## src/sv/tcbf_pkg.sv

```systemverilog
// ----------------------------------------------------------------------------
// tcbf_pkg
// Shared types and constants of the touch cell baseline filter.
// ----------------------------------------------------------------------------
package tcbf_pkg;

    // field widths of the channels
    localparam int KIND_W   = 1;
    localparam int ROW_W    = 4;
    localparam int COL_W    = 4;
    localparam int VALUE_W  = 16;
    localparam int SHIFT_W  = 3;
    localparam int GAIN_W   = 16;
    localparam int CFG_IDX_W  = 1;
    localparam int CFG_DATA_W = 16;

    // item kinds
    localparam logic [KIND_W-1:0] KIND_UPDATE = 1'b0;
    localparam logic [KIND_W-1:0] KIND_SEED   = 1'b1;

    // configuration register indexes
    localparam logic [CFG_IDX_W-1:0] CFG_FAST_SHIFT = 1'b0;
    localparam logic [CFG_IDX_W-1:0] CFG_SLOW_GAIN  = 1'b1;

    // configuration reset values
    localparam logic [SHIFT_W-1:0] FAST_SHIFT_RST = 3'd1;
    localparam logic [GAIN_W-1:0]  SLOW_GAIN_RST  = 16'd328;

    // fixed-point fraction bits of the baseline gain
    localparam int GAIN_FRAC = 16;

    typedef struct packed {
        logic [SHIFT_W-1:0] fast_shift;
        logic [GAIN_W-1:0]  slow_gain;
    } t_cfg;

endpackage

```

## src/sv/tcbf_cfg_if.sv

```systemverilog
// ----------------------------------------------------------------------------
// tcbf_cfg_if
// Configuration write channel: register index and write data.
// ----------------------------------------------------------------------------
interface tcbf_cfg_if;
    logic                            valid;
    logic                            ready;
    logic [tcbf_pkg::CFG_IDX_W-1:0]  index;
    logic [tcbf_pkg::CFG_DATA_W-1:0] data;

    modport source (output valid, index, data, input ready);
    modport sink   (input valid, index, data, output ready);
endinterface

```

## src/sv/tcbf_cfg_regs.sv

```systemverilog
// ----------------------------------------------------------------------------
// tcbf_cfg_regs
// Configuration registers: fast average shift and baseline gain.
// ----------------------------------------------------------------------------
module tcbf_cfg_regs (
    input  logic             i_clk,
    input  logic             i_rst_n,
    tcbf_cfg_if.sink         i_cfg,
    output tcbf_pkg::t_cfg   o_cfg
);

    tcbf_pkg::t_cfg r_cfg;

    // take every write transaction at once
    assign i_cfg.ready = 1'b1;

    // update the addressed register
    always_ff @(posedge i_clk) begin
        if (!i_rst_n) begin
            r_cfg.fast_shift <= tcbf_pkg::FAST_SHIFT_RST;
            r_cfg.slow_gain  <= tcbf_pkg::SLOW_GAIN_RST;
        end else if (i_cfg.valid) begin
            unique case (i_cfg.index)
                tcbf_pkg::CFG_FAST_SHIFT: begin
                    r_cfg.fast_shift <= i_cfg.data[tcbf_pkg::SHIFT_W-1:0];
                end
                tcbf_pkg::CFG_SLOW_GAIN: begin
                    r_cfg.slow_gain <= i_cfg.data[tcbf_pkg::GAIN_W-1:0];
                end
                default: begin
                    r_cfg <= r_cfg;
                end
            endcase
        end
    end

    assign o_cfg = r_cfg;

endmodule

```

## src/flat_wrapper.sv

```systemverilog
// flat-port wrapper written by rule: the top's interface ports become plain ports
module tcbf_cfg_regs_flat 
  (i_clk, i_rst_n, o_cfg, i_cfg_valid, i_cfg_index, i_cfg_data, i_cfg_ready);
  tcbf_cfg_if i_cfg_i ();
  input  logic i_clk;
  input  logic i_rst_n;
  output tcbf_pkg::t_cfg o_cfg;
  input wire logic [$bits(i_cfg_i.valid)-1:0] i_cfg_valid;
  input wire logic [$bits(i_cfg_i.index)-1:0] i_cfg_index;
  input wire logic [$bits(i_cfg_i.data)-1:0] i_cfg_data;
  output wire logic [$bits(i_cfg_i.ready)-1:0] i_cfg_ready;
  assign i_cfg_i.valid = i_cfg_valid;
  assign i_cfg_i.index = i_cfg_index;
  assign i_cfg_i.data = i_cfg_data;
  assign i_cfg_ready = i_cfg_i.ready;
  tcbf_cfg_regs u_core (.i_clk(i_clk), .i_rst_n(i_rst_n), .i_cfg(i_cfg_i), .o_cfg(o_cfg));
endmodule
```

## config.mk

```make
export PLATFORM = sky130hd
export DESIGN_NAME = tcbf_cfg_regs_flat
export DESIGN_NICKNAME = d
export VERILOG_FILES = /design/src/sv/tcbf_pkg.sv /design/src/sv/tcbf_cfg_if.sv /design/src/sv/tcbf_cfg_regs.sv /design/src/flat_wrapper.sv
export SDC_FILE = /design/constraint.sdc
export NUM_CORES = 1
export LEC_CHECK = 0
export ABC_AREA = 1
export BUFFER_PORTS_ARGS = -buffer_cell sky130_fd_sc_hd__buf_2
export CAP_MARGIN = 20
export CORE_MARGIN = 2
export CORE_UTILIZATION = 45
export CTS_BUF_LIST = sky130_fd_sc_hd__clkbuf_8 sky130_fd_sc_hd__clkbuf_16
export CTS_CLUSTER_DIAMETER = 150
export DETAILED_ROUTE_END_ITERATION = 10
export PLACE_DENSITY = 0.9
export SKIP_LAST_GASP = 1
export SYNTH_ARGS = -nofsm -noshare
export SYNTH_HDL_FRONTEND = slang
export SYNTH_SLANG_ARGS = --single-unit
```

## constraint.sdc

```tcl
create_clock -name i_clk -period 1.2 [get_ports i_clk]
set_input_delay 0.36 -clock i_clk [delete_from_list [all_inputs] [get_ports i_clk]]
set_output_delay 0.36 -clock i_clk [all_outputs]
set_load 0.05 [all_outputs]
```

* Yosys cells after proc, flatten, opt, wreduce, memory -nomap -nowiden *
Index checks and enable logic that the tools add are counted.

word-level totals
  output and inout port bits = 20
  word-level logic and storage cells = 5
  register bits = 19

operators by class
  reduce and logical (&&, ||, !) cells = 2
  bitwise operators = 1

operators with widths
  kind                 number
  AND reduction 2 bit  2
  inverter 1 bit       1

* Longest topological paths before layout *
  depth in word-level cells = 2
  depth in mapped cells = 5

* Worst setup path after synthesis *
OpenSTA, ideal clock, no wires.

  kind = register to output
  from = register u_core.r_cfg (netlist bit u_core.o_cfg[0])
  to = output port o_cfg[0] in the netlist's numbering
  path slack = 237 ps
  data arrival time = 603 ps
  stages on the path, launching flop included = 1
  cell sequence = dfxtp_1

RTL lines
  element                   line                 text
  start: declaration        tcbf_cfg_regs.sv:12  tcbf_pkg::t_cfg r_cfg;
  start signal: assignment  tcbf_cfg_regs.sv:31  r_cfg <= r_cfg;
  end: declaration          flat_wrapper.sv:7    output tcbf_pkg::t_cfg o_cfg;

No word-level cell between the ends.

* Worst setup path in the final report *
  from = register u_core.r_cfg (netlist bit u_core.o_cfg[11])
  to = output port o_cfg[11] in the netlist's numbering

No word-level cell between the ends.

==> flow_summary.ini <==
[timing]
finalHoldViolations = 0
slew_violations = 0
fin_crit_sh_pct = 97.4
setup-tns-final_ps = 0
clock_skew_ps = 0
rsz0062_at_grt = false
setup_ws_ps = 31.1
fin_crit_ps = 1170
setup_viol = 0
max_freq_mhz = 855

[synth]
synth-seq-area-share_pct = 53.2
syn_nets = 111
synthTopCellsByArea = dfxtp_1 53%, nor2_1 16%, nand3_1 4.9%
avgSynthCellArea_um2 = 7.85
synth.cell_area_um2 = 714
ys_warn_count = 0
synth-seq-cells = 19
yosysTopAreaCellShare_pct = 53.2
ys_types = 14
synth_top_cell_by_area = dfxtp_1
synth_cells = 91

[worst_hold_path]
min_from = i_cfg_data[8]
holdPathStages = 3
min_to = u_core.o_cfg[8]
hp-class = input pin to register

[clocking]
cts_tree = yes
cts-htree-levels = 1
cts_sinks = 19
cts_buffers = 3
clk_pin_slew_ps = 70
hold_buffers = 0
clockBufferDepth = 2
cts_setup_buffers = 0
ctsRootBufferMaster = clkbuf_8
clock_latency_ps = 250

[finish]
stdcell_count = 144
syn_to_final_growth_pct = 36.4
insertedDiodeCount = 0
num-fill-cells = 119
largest_register_ff_count = 19
ff_latch_area_um2 = 380
multi_input_area_um2 = 267
drive_gt1_share_pct = 34.4
nets = 149

[global_routing]
grt_pass1_vias = 615
grt_pass1_wl_um = 2480
antenna_found_initial = 0
top_usage_layer = met2
use_met1_pct = 20.6
gr-total-overflow = 0
grt_max_degree = 20
grt_util_all_layers_pct = 16.9
met3_usage_pct = 3.75
grt_util_met2_pct = 29.7

[worst_setup_path]
end_kind = primary output
start_kind = register
rr_startpoint = u_core.o_cfg[16]
path_cells = buf_4
slowest_stage = dfxtp_1
cp.arrival_ps = 810
slowest_delay_ps = 350
rr_worst_depth = 2
crit_fanout = 2
rr_endpoint = u_core.o_cfg[16]
criticalPathCategory = register to primary output
crit_buf_inv = 1
crit_family = flip-flops
regToRegSetupSlack_ps = 610
cp.required_ps = 840

[floorplan]
start_util_pct = 48.0
dieWidth_um = 43.8
pin_count = 40
core_area_mm2 = 0.00149
rows = 14
die_area_mm2 = 0.00192
die_y_um = 43.8

[routing]
drt_iter0_drc = 3
ant_nets = 0
drtPass1Iterations = 4
wl_um = 1500
drc_errors = 0
via_per_inst = 4.65
vias = 669
post_drt_wl_per_cell_um = 10.4

[outcome]
status = complete, no violations

[power]
ir_drop_v = 0.000901
leakagePower_nw = 0.494
p_total_w = 0.00148
powerDensity_mw_per_mm2 = 1520

[placement]
placed_cells = 140
pre_cts_slack_ps = 155
hpwl_um = 1130
gp_congestion = 0.693
io_buffers = 38

[job]
maxCapViolations = 0
-- report_power, final --
group	switching [W]	internal [W]
clock	0.000209	0.000230
combinational	0.000240	0.000108
sequential	0.0000221	0.000673
-- logic make-up (layout without fill, tap and decap cells) --
| logic type | count (synthesis) | in the layout | synth area share [%] |
|---|---|---|---|
| AO/OA/AOI/OAI | 14 | 14 | 9.81 |
| buffers and inverters | 10 | 47 | 9.46 |
| flip-flops | 19 | 19 | 53.2 |
| other | 1 | 1 | 0.525 |
| AND/OR/NAND/NOR | 47 | 47 | 27.0 |
-- cell type report --
class                   count  share of cell area [%]
flip-flops and latches     19                    39.0
well taps                  16                    2.05
repair buffers             38                    24.4
clock inverters             1                   0.513
clock buffers               3                    4.24
inverters                   5                    2.44
multi-input cells          62                    27.3
-- cell usage after synthesis, drive strengths merged --
cell / n
nor2: 31
nand3: 7
dfxtp: 19
inv: 5
buf: 5
o21ai: 14
nand2: 9
conb: 1
-- how the worst max path moves through the flow --
stage / slack (ps) / start / end / depth (start not counted)
detailed placement: 160 / i_cfg_valid / u_core.o_cfg[0] / 5
CTS: 6 / u_core.o_cfg[14] / o_cfg[14] / 1
floorplan: 240 / u_core.o_cfg[0] / o_cfg[0] / 0
finish: 30 / u_core.o_cfg[11] / o_cfg[11] / 1
global placement: 190 / i_cfg_valid / u_core.o_cfg[1] / 5
global route: 10 / u_core.o_cfg[2] / o_cfg[2] / 1
-- routing by layer --
metal	vias to the layer above	wire, um
met5	-	0
met4	0	0
met3	0	76
met2	15	808
met1	297	617
li1	357	-
-- timing repair --
action                                  4_1_cts  5_1_grt
endpoints found under the hold margin         0        0
resized for setup                            18        2
endpoints found under the setup margin       18        1
-- metrics by stage --
stage                     area [um^2]  hold WS [ps]  utilization, %
after global routing              975           328            65.5
after floorplan                   714           473               -
after global placement            881           457            59.2
after CTS                         972           305            65.3
final                             975           304            65.5
after detailed placement          881           457            59.2
-- layout by cell type (no fill, tap or decap) --
| master | count |
|---|---|
| nand2_1 | 8 |
| buf_2 | 19 |
| buf_4 | 19 |
| inv_6 | 1 |
| nor2_1 | 31 |
| clkinv_2 | 1 |
| dfxtp_1 | 19 |
| nand3_1 | 7 |
| clkbuf_8 | 3 |
| nand2_4 | 1 |
| o21ai_0 | 7 |
| conb_1 | 1 |
| o21ai_1 | 7 |
| inv_1 | 4 |
Power figures use the tool's default switching activity.
