===== config.mk =====
export PLATFORM = sky130hd
export DESIGN_NAME = tcbf_pipe
export DESIGN_NICKNAME = d
export VERILOG_FILES = /design/src/sv/tcbf_pkg.sv /design/src/sv/tcbf_pipe.sv
export SDC_FILE = /design/constraint.sdc
export NUM_CORES = 1
export LEC_CHECK = 0
export ABC_AREA = 1
export BUFFER_PORTS_ARGS = -buffer_cell sky130_fd_sc_hd__buf_4
export CAP_MARGIN = 20
export CORE_UTILIZATION = 63
export CTS_BUF_LIST = sky130_fd_sc_hd__clkbuf_8
export DETAILED_ROUTE_END_ITERATION = 6
export GPL_TIMING_DRIVEN = 0
export PLACE_DENSITY = 0.91
export SYNTH_ARGS = -nofsm -noshare
export SYNTH_HDL_FRONTEND = slang
export SYNTH_SLANG_ARGS = --single-unit
export TNS_END_PERCENT = 100

===== constraint.sdc =====
create_clock -name i_clk -period 10.3 [get_ports i_clk]
set_clock_uncertainty 0.1 [all_clocks]
set_input_delay 1.03 -clock i_clk [delete_from_list [all_inputs] [get_ports i_clk]]
set_output_delay 1.03 -clock i_clk [all_outputs]
set_load 0.005 [all_outputs]

===== src/sv/tcbf_pkg.sv =====
// ----------------------------------------------------------------------------
// tcbf_pkg
// Shared types and constants of the touch cell baseline filter.
// ----------------------------------------------------------------------------
package tcbf_pkg;

    // field widths of the channels
    localparam int KIND_W   = 1;
    localparam int ROW_W    = 4;
    localparam int COL_W    = 4;
    localparam int VALUE_W  = 16;
    localparam int SHIFT_W  = 3;
    localparam int GAIN_W   = 16;
    localparam int CFG_IDX_W  = 1;
    localparam int CFG_DATA_W = 16;

    // item kinds
    localparam logic [KIND_W-1:0] KIND_UPDATE = 1'b0;
    localparam logic [KIND_W-1:0] KIND_SEED   = 1'b1;

    // configuration register indexes
    localparam logic [CFG_IDX_W-1:0] CFG_FAST_SHIFT = 1'b0;
    localparam logic [CFG_IDX_W-1:0] CFG_SLOW_GAIN  = 1'b1;

    // configuration reset values
    localparam logic [SHIFT_W-1:0] FAST_SHIFT_RST = 3'd1;
    localparam logic [GAIN_W-1:0]  SLOW_GAIN_RST  = 16'd328;

    // fixed-point fraction bits of the baseline gain
    localparam int GAIN_FRAC = 16;

    typedef struct packed {
        logic [SHIFT_W-1:0] fast_shift;
        logic [GAIN_W-1:0]  slow_gain;
    } t_cfg;

endpackage


===== src/sv/tcbf_pipe.sv =====
// ----------------------------------------------------------------------------
// tcbf_pipe
// Three-stage update pipeline: fast average, gain multiply, baseline step,
// with forwarding of values not yet visible in the memories.
// ----------------------------------------------------------------------------
module tcbf_pipe #(
    parameter int AW = 8,
    parameter int DW = 16
) (
    input  logic                           i_clk,
    input  logic                           i_rst_n,
    input  logic                           i_adv,
    input  tcbf_pkg::t_cfg                 i_cfg,
    // accepted item
    input  logic                           i_acc,
    input  logic [tcbf_pkg::KIND_W-1:0]    i_kind,
    input  logic                           i_wr,
    input  logic [AW-1:0]                  i_addr,
    input  logic [tcbf_pkg::ROW_W-1:0]     i_row,
    input  logic [tcbf_pkg::COL_W-1:0]     i_col,
    input  logic [DW-1:0]                  i_raw,
    // memory read data
    input  logic [DW-1:0]                  i_rd_filt,
    input  logic [DW-1:0]                  i_rd_base,
    // status toward the input interlock and output register
    output logic                           o_s1_busy,
    output logic [AW-1:0]                  o_s1_addr,
    output logic                           o_s3_vld,
    // result of the last stage
    output logic [tcbf_pkg::ROW_W-1:0]     o_res_row,
    output logic [tcbf_pkg::COL_W-1:0]     o_res_col,
    output logic [tcbf_pkg::VALUE_W-1:0]   o_res_filt,
    output logic [tcbf_pkg::VALUE_W-1:0]   o_res_base,
    output logic [tcbf_pkg::VALUE_W-1:0]   o_res_delta,
    // memory write port
    output logic                           o_wr_en,
    output logic [AW-1:0]                  o_wr_addr,
    output logic [DW-1:0]                  o_wr_filt,
    output logic [DW-1:0]                  o_wr_base
);

    localparam int PW = DW + tcbf_pkg::GAIN_W + 2;

    // stage 1: read data arrives
    logic                          r_s1_vld;
    logic [tcbf_pkg::KIND_W-1:0]   r_s1_kind;
    logic                          r_s1_wr;
    logic [AW-1:0]                 r_s1_addr;
    logic [tcbf_pkg::ROW_W-1:0]    r_s1_row;
    logic [tcbf_pkg::COL_W-1:0]    r_s1_col;
    logic [DW-1:0]                 r_s1_raw;

    // stage 2: gain multiply
    logic                          r_s2_vld;
    logic [tcbf_pkg::KIND_W-1:0]   r_s2_kind;
    logic                          r_s2_wr;
    logic [AW-1:0]                 r_s2_addr;
    logic [tcbf_pkg::ROW_W-1:0]    r_s2_row;
    logic [tcbf_pkg::COL_W-1:0]    r_s2_col;
    logic [DW-1:0]                 r_s2_filt;
    logic [DW-1:0]                 r_s2_base;
    logic                          r_s2_bpend;

    // stage 3: baseline step and write back
    logic                          r_s3_vld;
    logic [tcbf_pkg::KIND_W-1:0]   r_s3_kind;
    logic                          r_s3_wr;
    logic [AW-1:0]                 r_s3_addr;
    logic [tcbf_pkg::ROW_W-1:0]    r_s3_row;
    logic [tcbf_pkg::COL_W-1:0]    r_s3_col;
    logic [DW-1:0]                 r_s3_filt;
    logic [DW-1:0]                 r_s3_base;
    logic signed [PW-1:0]          r_s3_prod;

    // copy of the last write, covers reads taken on the same edge
    logic                          r_wb_vld;
    logic [AW-1:0]                 r_wb_addr;
    logic [DW-1:0]                 r_wb_filt;
    logic [DW-1:0]                 r_wb_base;

    logic                          s1_hit3;
    logic                          s1_hitw;
    logic [DW-1:0]                 s1_filt_cur;
    logic [DW-1:0]                 s1_base_cur;
    logic signed [DW:0]            s1_diff;
    logic signed [DW:0]            s1_step;
    logic signed [DW:0]            s1_sum;
    logic [DW-1:0]                 n_s2_filt;

    logic [DW-1:0]                 s2_base;
    logic signed [DW:0]            s2_diff;
    logic signed [PW-1:0]          n_s3_prod;

    logic signed [PW-1:0]          s3_prod_sh;
    logic signed [DW:0]            s3_sum;
    logic [DW-1:0]                 s3_base;
    logic [DW:0]                   s3_gap;
    logic [DW-1:0]                 s3_delta;

    // stage 1: resolve the current filtered value and baseline of the cell
    always_comb begin
        s1_hit3     = r_s3_vld && r_s3_wr && (r_s3_addr == r_s1_addr);
        s1_hitw     = r_wb_vld && (r_wb_addr == r_s1_addr);
        s1_filt_cur = s1_hit3 ? r_s3_filt : (s1_hitw ? r_wb_filt : i_rd_filt);
        s1_base_cur = s1_hitw ? r_wb_base : i_rd_base;
    end

    // stage 1: fast average, arithmetic shift gives the floor
    always_comb begin
        s1_diff = $signed({1'b0, r_s1_raw}) - $signed({1'b0, s1_filt_cur});
        s1_step = s1_diff >>> i_cfg.fast_shift;
        s1_sum  = $signed({1'b0, s1_filt_cur}) + s1_step;
        if (r_s1_kind == tcbf_pkg::KIND_SEED) begin
            n_s2_filt = r_s1_raw;
        end else begin
            n_s2_filt = s1_sum[DW-1:0];
        end
    end

    // stage 2: baseline of a cell still in the last stage comes from the write copy
    always_comb begin
        s2_base   = r_s2_bpend ? r_wb_base : r_s2_base;
        s2_diff   = $signed({1'b0, r_s2_filt}) - $signed({1'b0, s2_base});
        n_s3_prod = $signed({1'b0, i_cfg.slow_gain}) * s2_diff;
    end

    // stage 3: baseline step with floor, then the positive delta
    always_comb begin
        s3_prod_sh = r_s3_prod >>> tcbf_pkg::GAIN_FRAC;
        s3_sum     = $signed({1'b0, r_s3_base}) + $signed(s3_prod_sh[DW:0]);
        if (r_s3_kind == tcbf_pkg::KIND_SEED) begin
            s3_base = r_s3_filt;
        end else begin
            s3_base = s3_sum[DW-1:0];
        end
        s3_gap   = {1'b0, r_s3_filt} - {1'b0, s3_base};
        s3_delta = s3_gap[DW] ? '0 : s3_gap[DW-1:0];
    end

    // advance the pipeline control
    always_ff @(posedge i_clk) begin
        if (!i_rst_n) begin
            r_s1_vld <= 1'b0;
            r_s2_vld <= 1'b0;
            r_s3_vld <= 1'b0;
            r_wb_vld <= 1'b0;
        end else if (i_adv) begin
            r_s1_vld <= i_acc;
            r_s2_vld <= r_s1_vld;
            r_s3_vld <= r_s2_vld;
            r_wb_vld <= r_s3_vld && r_s3_wr;
        end
    end

    // advance the pipeline payload
    always_ff @(posedge i_clk) begin
        if (i_adv) begin
            r_s1_kind  <= i_kind;
            r_s1_wr    <= i_wr;
            r_s1_addr  <= i_addr;
            r_s1_row   <= i_row;
            r_s1_col   <= i_col;
            r_s1_raw   <= i_raw;

            r_s2_kind  <= r_s1_kind;
            r_s2_wr    <= r_s1_wr;
            r_s2_addr  <= r_s1_addr;
            r_s2_row   <= r_s1_row;
            r_s2_col   <= r_s1_col;
            r_s2_filt  <= n_s2_filt;
            r_s2_base  <= s1_base_cur;
            r_s2_bpend <= s1_hit3;

            r_s3_kind  <= r_s2_kind;
            r_s3_wr    <= r_s2_wr;
            r_s3_addr  <= r_s2_addr;
            r_s3_row   <= r_s2_row;
            r_s3_col   <= r_s2_col;
            r_s3_filt  <= r_s2_filt;
            r_s3_base  <= s2_base;
            r_s3_prod  <= n_s3_prod;

            r_wb_addr  <= r_s3_addr;
            r_wb_filt  <= r_s3_filt;
            r_wb_base  <= s3_base;
        end
    end

    assign o_s1_busy = r_s1_vld && r_s1_wr;
    assign o_s1_addr = r_s1_addr;
    assign o_s3_vld  = r_s3_vld;

    // cells outside the matrix report zero values
    assign o_res_row   = r_s3_row;
    assign o_res_col   = r_s3_col;
    assign o_res_filt  = r_s3_wr ? tcbf_pkg::VALUE_W'(r_s3_filt) : '0;
    assign o_res_base  = r_s3_wr ? tcbf_pkg::VALUE_W'(s3_base) : '0;
    assign o_res_delta = r_s3_wr ? tcbf_pkg::VALUE_W'(s3_delta) : '0;

    assign o_wr_en   = i_adv && r_s3_vld && r_s3_wr;
    assign o_wr_addr = r_s3_addr;
    assign o_wr_filt = r_s3_filt;
    assign o_wr_base = s3_base;

endmodule


Word level (Yosys, flattened, before mapping)
Cells that the tools add are included.
- div/mod/pow operators: 0
- mux-type cells: 10
- shift-type cells: 1
- $mul: 1
- equal/unequal tests: 2
- $add $sub $neg: 5
- reduce and logical (&&, ||, !) cells: 6
- $lt $le $gt $ge: 0
- bitwise operators: 0
- operators by type and width (kind ; number):
    $mux W16 ; 10
    $sub A16 B16 Y17 ; 3
    $add A16 B16 Y16 ; 2
    $mul A17 B17 Y32 ; 1
    $sshr A17 B3 Y16 ; 1
    $eq A8 B8 Y1 ; 2
    $logic_and A1 B1 Y1 ; 6
- flip-flop bits (word level): 211
- RAM bits: 0
- word-level logic and storage cells: 54
- output and inout bits: 107
- latch bits: 0
- ROM bits: 0
- memories kept: 0

Logic depth before layout (Yosys ltp)
- depth after elaboration: 8
- mapped depth: 38

Least setup slack after synthesis
Ideal clock, no wire load.
- kind: reg2reg
- start point: register r_s2_bpend
- end point: register r_s3_prod[30], data pin
- data required time: 9936 ps
- setup slack: 3215 ps
- arrival: 6721 ps
- cell stages (with the launch flop): 30
- period minus slack after synthesis: 7085 ps
- cells stage by stage: edfxtp_1 clkbuf_1 a21oi_1 ha_1 fa_1 inv_1 a31oi_4 o21ai_2 a31oi_2 or2_2 nand2_1 inv_1 buf_2 nand2_1 fa_1 fa_1 inv_1 fa_1 fa_1 fa_1 inv_1 fa_1 inv_1 ha_1 nand2_1 nor2_1 nand3_1 o211ai_1 a31oi_1 xor2_1
- word-level cells in the longest chain between the ends: 3
- RTL lines (what ; line ; text):
    start, declared ; tcbf_pipe.sv:62 ; logic r_s2_bpend;
    start signal, assigned ; tcbf_pipe.sv:172 ; r_s2_bpend <= s1_hit3;
    $mux W16 ; tcbf_pipe.sv:122 ; s2_base = r_s2_bpend ? r_wb_base : r_s2_base;
    via s2_base[0] ; tcbf_pipe.sv:90 ; logic [DW-1:0] s2_base;
    $sub A16 B16 Y17 ; tcbf_pipe.sv:123 ; s2_diff = $signed({1'b0, r_s2_filt}) - $signed({1'b0, s2_base});
    $mul A17 B17 Y32 ; tcbf_pipe.sv:124 ; n_s3_prod = $signed({1'b0, i_cfg.slow_gain}) * s2_diff;
    via n_s3_prod[30] ; tcbf_pipe.sv:92 ; logic signed [PW-1:0] n_s3_prod;
    end signal, assigned ; tcbf_pipe.sv:181 ; r_s3_prod <= n_s3_prod;
    end, declared ; tcbf_pipe.sv:73 ; logic signed [PW-1:0] r_s3_prod;
The timed path passes the listed nets, and every way through them passes these cells.
A chain may end at the register's enable or synchronous reset.

Final worst setup path
- start point: register r_s2_bpend
- end point: register r_s3_prod[30], data pin
- word-level cells in the longest chain between the ends: 3
- RTL lines (what ; line):
    $mux W16 ; tcbf_pipe.sv:122
    $sub A16 B16 Y17 ; tcbf_pipe.sv:123
    $mul A17 B17 Y32 ; tcbf_pipe.sv:124
    via n_s3_prod[30] ; tcbf_pipe.sv:92
The timed path passes the listed nets, and every way through them passes these cells.

==> results.yml <==
routing:
  drt_wl_total_mm: 61.00
  viasPerCell: 5.822
  routedWlPerCell_microns: 19.41
  dr.pass1.iters: 7
  first_iter_violations: 2031
  antenna_left: 0
  drc: 0
  vias: 18300
placement:
  dpl_cell_area_sq_um: 22910
  routabilityCongestion: 1.010
  dp_hpwl_mm: 49.65
  post-place-ws_ns: 1.667
  io_buffers: 185
logic_synthesis:
  ys_async_sr_fraction: 0
  synth_edf_count: 191
  synth_nets: 2979
  yosys-top-cells-area: "edfxtp_1 (27%), fa_1 (20%), ha_1 (12%), nand2_1 (9.5%), inv_1 (8.5%)"
  ys_warn_count: 0
  netlist_area_sq_um: 20940
  synthCells: 2483
  avgSynthCellArea_sq_um: 8.431
  synth_top_area_share: 0.2740
  synth_cell_types: 58
  yosys-top-cells-count: "nand2_1 (530), inv_1 (473), nor2_1 (225)"
  synth_top_flop_cell: "edfxtp_1"
  yosysMostFrequentCell: "nand2_1"
  yosysSeqAreaShare: 0.2778
  synth.ff_latch_count: 195
  synth_top_area_cell: "edfxtp_1"
global_route:
  grt_pass1_wl_mm: 93.86
  grt_overflow: 0
  grt_pass1_vias: 17650
  antenna_found_initial: 0
  grt_max_degree: 114
  grt_usage: 0.3664
floorplan:
  dieArea_sq_um: 33960
  coreArea_sq_um: 32620
  die_w_microns: 184.3
  start_util: 0.6418
  io_pins: 196
  rows: 66
  die_height_microns: 184.3
sta:
  finalHoldViolations: 0
  maxSlewHeadroom: 0.2842
  final.setup.worst_slack_ns: 1.383
  slew_violations: 0
  fin_crit_sh: 0.8657
  period_minus_slack_ns: 8.917
  tightest_slew_ns: 1.070
  rsz0062_at_grt: "no"
  finalSetupViolCount: 0
  finalSetupTns_ns: 0
  timing.fmax_ghz: 0.1122
clock_tree:
  htree_levels: 4
  cts.repair.resized: 0
  clkTransAtPathRegs_ns: 0.11
  ctsLongestPathBuffers: 2
  insertion_delay_ns: 0.50
  root_buffer: "clkbuf_8"
  cts_setup_buffers: 0
  cts.sinks: 195
  cts_tree: "yes"
  cts_buffers: 17
  holdBufCountCts: 0
worst_setup_path:
  cp-end-kind: "flip-flop"
  cp.arrival_ns: 9.06
  crit_required_ns: 10.44
  path_class: "flip-flop to flip-flop"
  critPathMaxFanout: 10
  cp-start-kind: "flip-flop"
final_layout:
  area_growth_pct: 11.43
  postLayoutCellArea_sq_um: 23330
  drive_gt1_frac: 0.1174
  nNetsFinal: 3184
  antenna_cells: 0
run_status:
  outcome: "finished clean"
job:
  maxCapViolations: 0
worst_hold_path:
  hold_class: "flip-flop to flip-flop"
sequential cells by signal, summed over array words and instances, names as in the netlist, 8 cells and up:
signal     flops
r_wb_base     16
o_wr_filt     16
r_wb_filt     16
o_s1_addr      8
r_s2_filt     16
r_s3_prod     16
r_s2_addr      8
o_wr_addr      8
r_wb_addr      8
r_s3_base     16
r_s1_raw      16
r_s2_base     16
worst max-delay path: stages (launching register included):
cell and delay, ns:
edfxtp_1 0.45, clkbuf_1 0.26, o21ai_0 0.59, ha_1 0.44, nand2_1 0.11, nor2_1 0.05, a211oi_2 0.34, xor2_1 0.87
inv_1 0.51, nor2_1 0.25, ha_1 0.28, fa_1 0.56, inv_1 0.06, fa_1 0.50, inv_1 0.06, fa_1 0.49
fa_1 0.49, inv_1 0.05, fa_1 0.48, inv_1 0.06, ha_1 0.39, nand2_1 0.15, nor2_1 0.28, nand3_1 0.12
o211ai_1 0.38, a31oi_1 0.16, xor2_1 0.19
kinds of logic after synthesis:
logic type      share of synthesized area
compound gates                    0.08696
xor+xnor                          0.02122
fa+ha+maj                          0.3196
buf+inv                            0.1035
flops                              0.2778
mux                             0.0004781
simple gates                       0.1904
metrics by stage:
stage	instances	util	hold slack, ns
2_1_floorplan	2483	-	0.3003
3_3_place_gp	3110	0.7013	0.3000
3_5_place_dp	3111	0.7024	0.3052
4_1_cts	3143	0.7152	0.3296
5_1_grt	3143	0.7152	0.3332
6_report	3143	0.7152	0.3296
per-layer routing:
layer  GRT usage  vias to the layer above  part of all wire
met2      0.5786                     1086              0.45
met4      0.1350                        0             0.037
met3     0.08220                      165              0.11
met1      0.4957                     8764              0.40
li1            -                     8284                 -
met5           0                        -                 0
final cells by class:
| type | instances | area, sq um |
|---|---|---|
| Multi-Input combinational cell | 1728 | 12950 |
| Sequential cell | 195 | 5816 |
| Clock buffer | 17 | 234.0 |
| Tap cell | 442 | 553.0 |
| Clock inverter | 15 | 182.7 |
| Inverter | 501 | 1883 |
| Buffer | 59 | 284.0 |
| Fill cell | 2500 | 9290 |
| Timing Repair Buffer | 186 | 1424 |
worst paths after layout:
path	slack [ns]	to	cells past startpoint	startpoint
hold / removal	0.33	o_res_col[0]	0	r_s2_col[0]
hold reg to reg	0.33	o_res_col[0]	0	r_s2_col[0]
setup reg to reg	1.38	r_s3_prod[30]	26	r_s2_bpend
setup / recovery	1.38	r_s3_prod[30]	26	r_s2_bpend
cell usage in the layout, fill, tap and decap left out, types with 30 or more instances in the layout:
cell	count
nand2_1	530
xor2_1	30
a21oi_1	109
nor2_1	225
buf_4	184
o21ai_0	99
inv_1	473
edfxtp_1	191
clkbuf_1	41
ha_1	194
fa_1	213
nand3_1	111
Power is left out: the tool's default activity adds up to more than one toggle a clock period on the data nets, which glitch-free logic cannot reach.
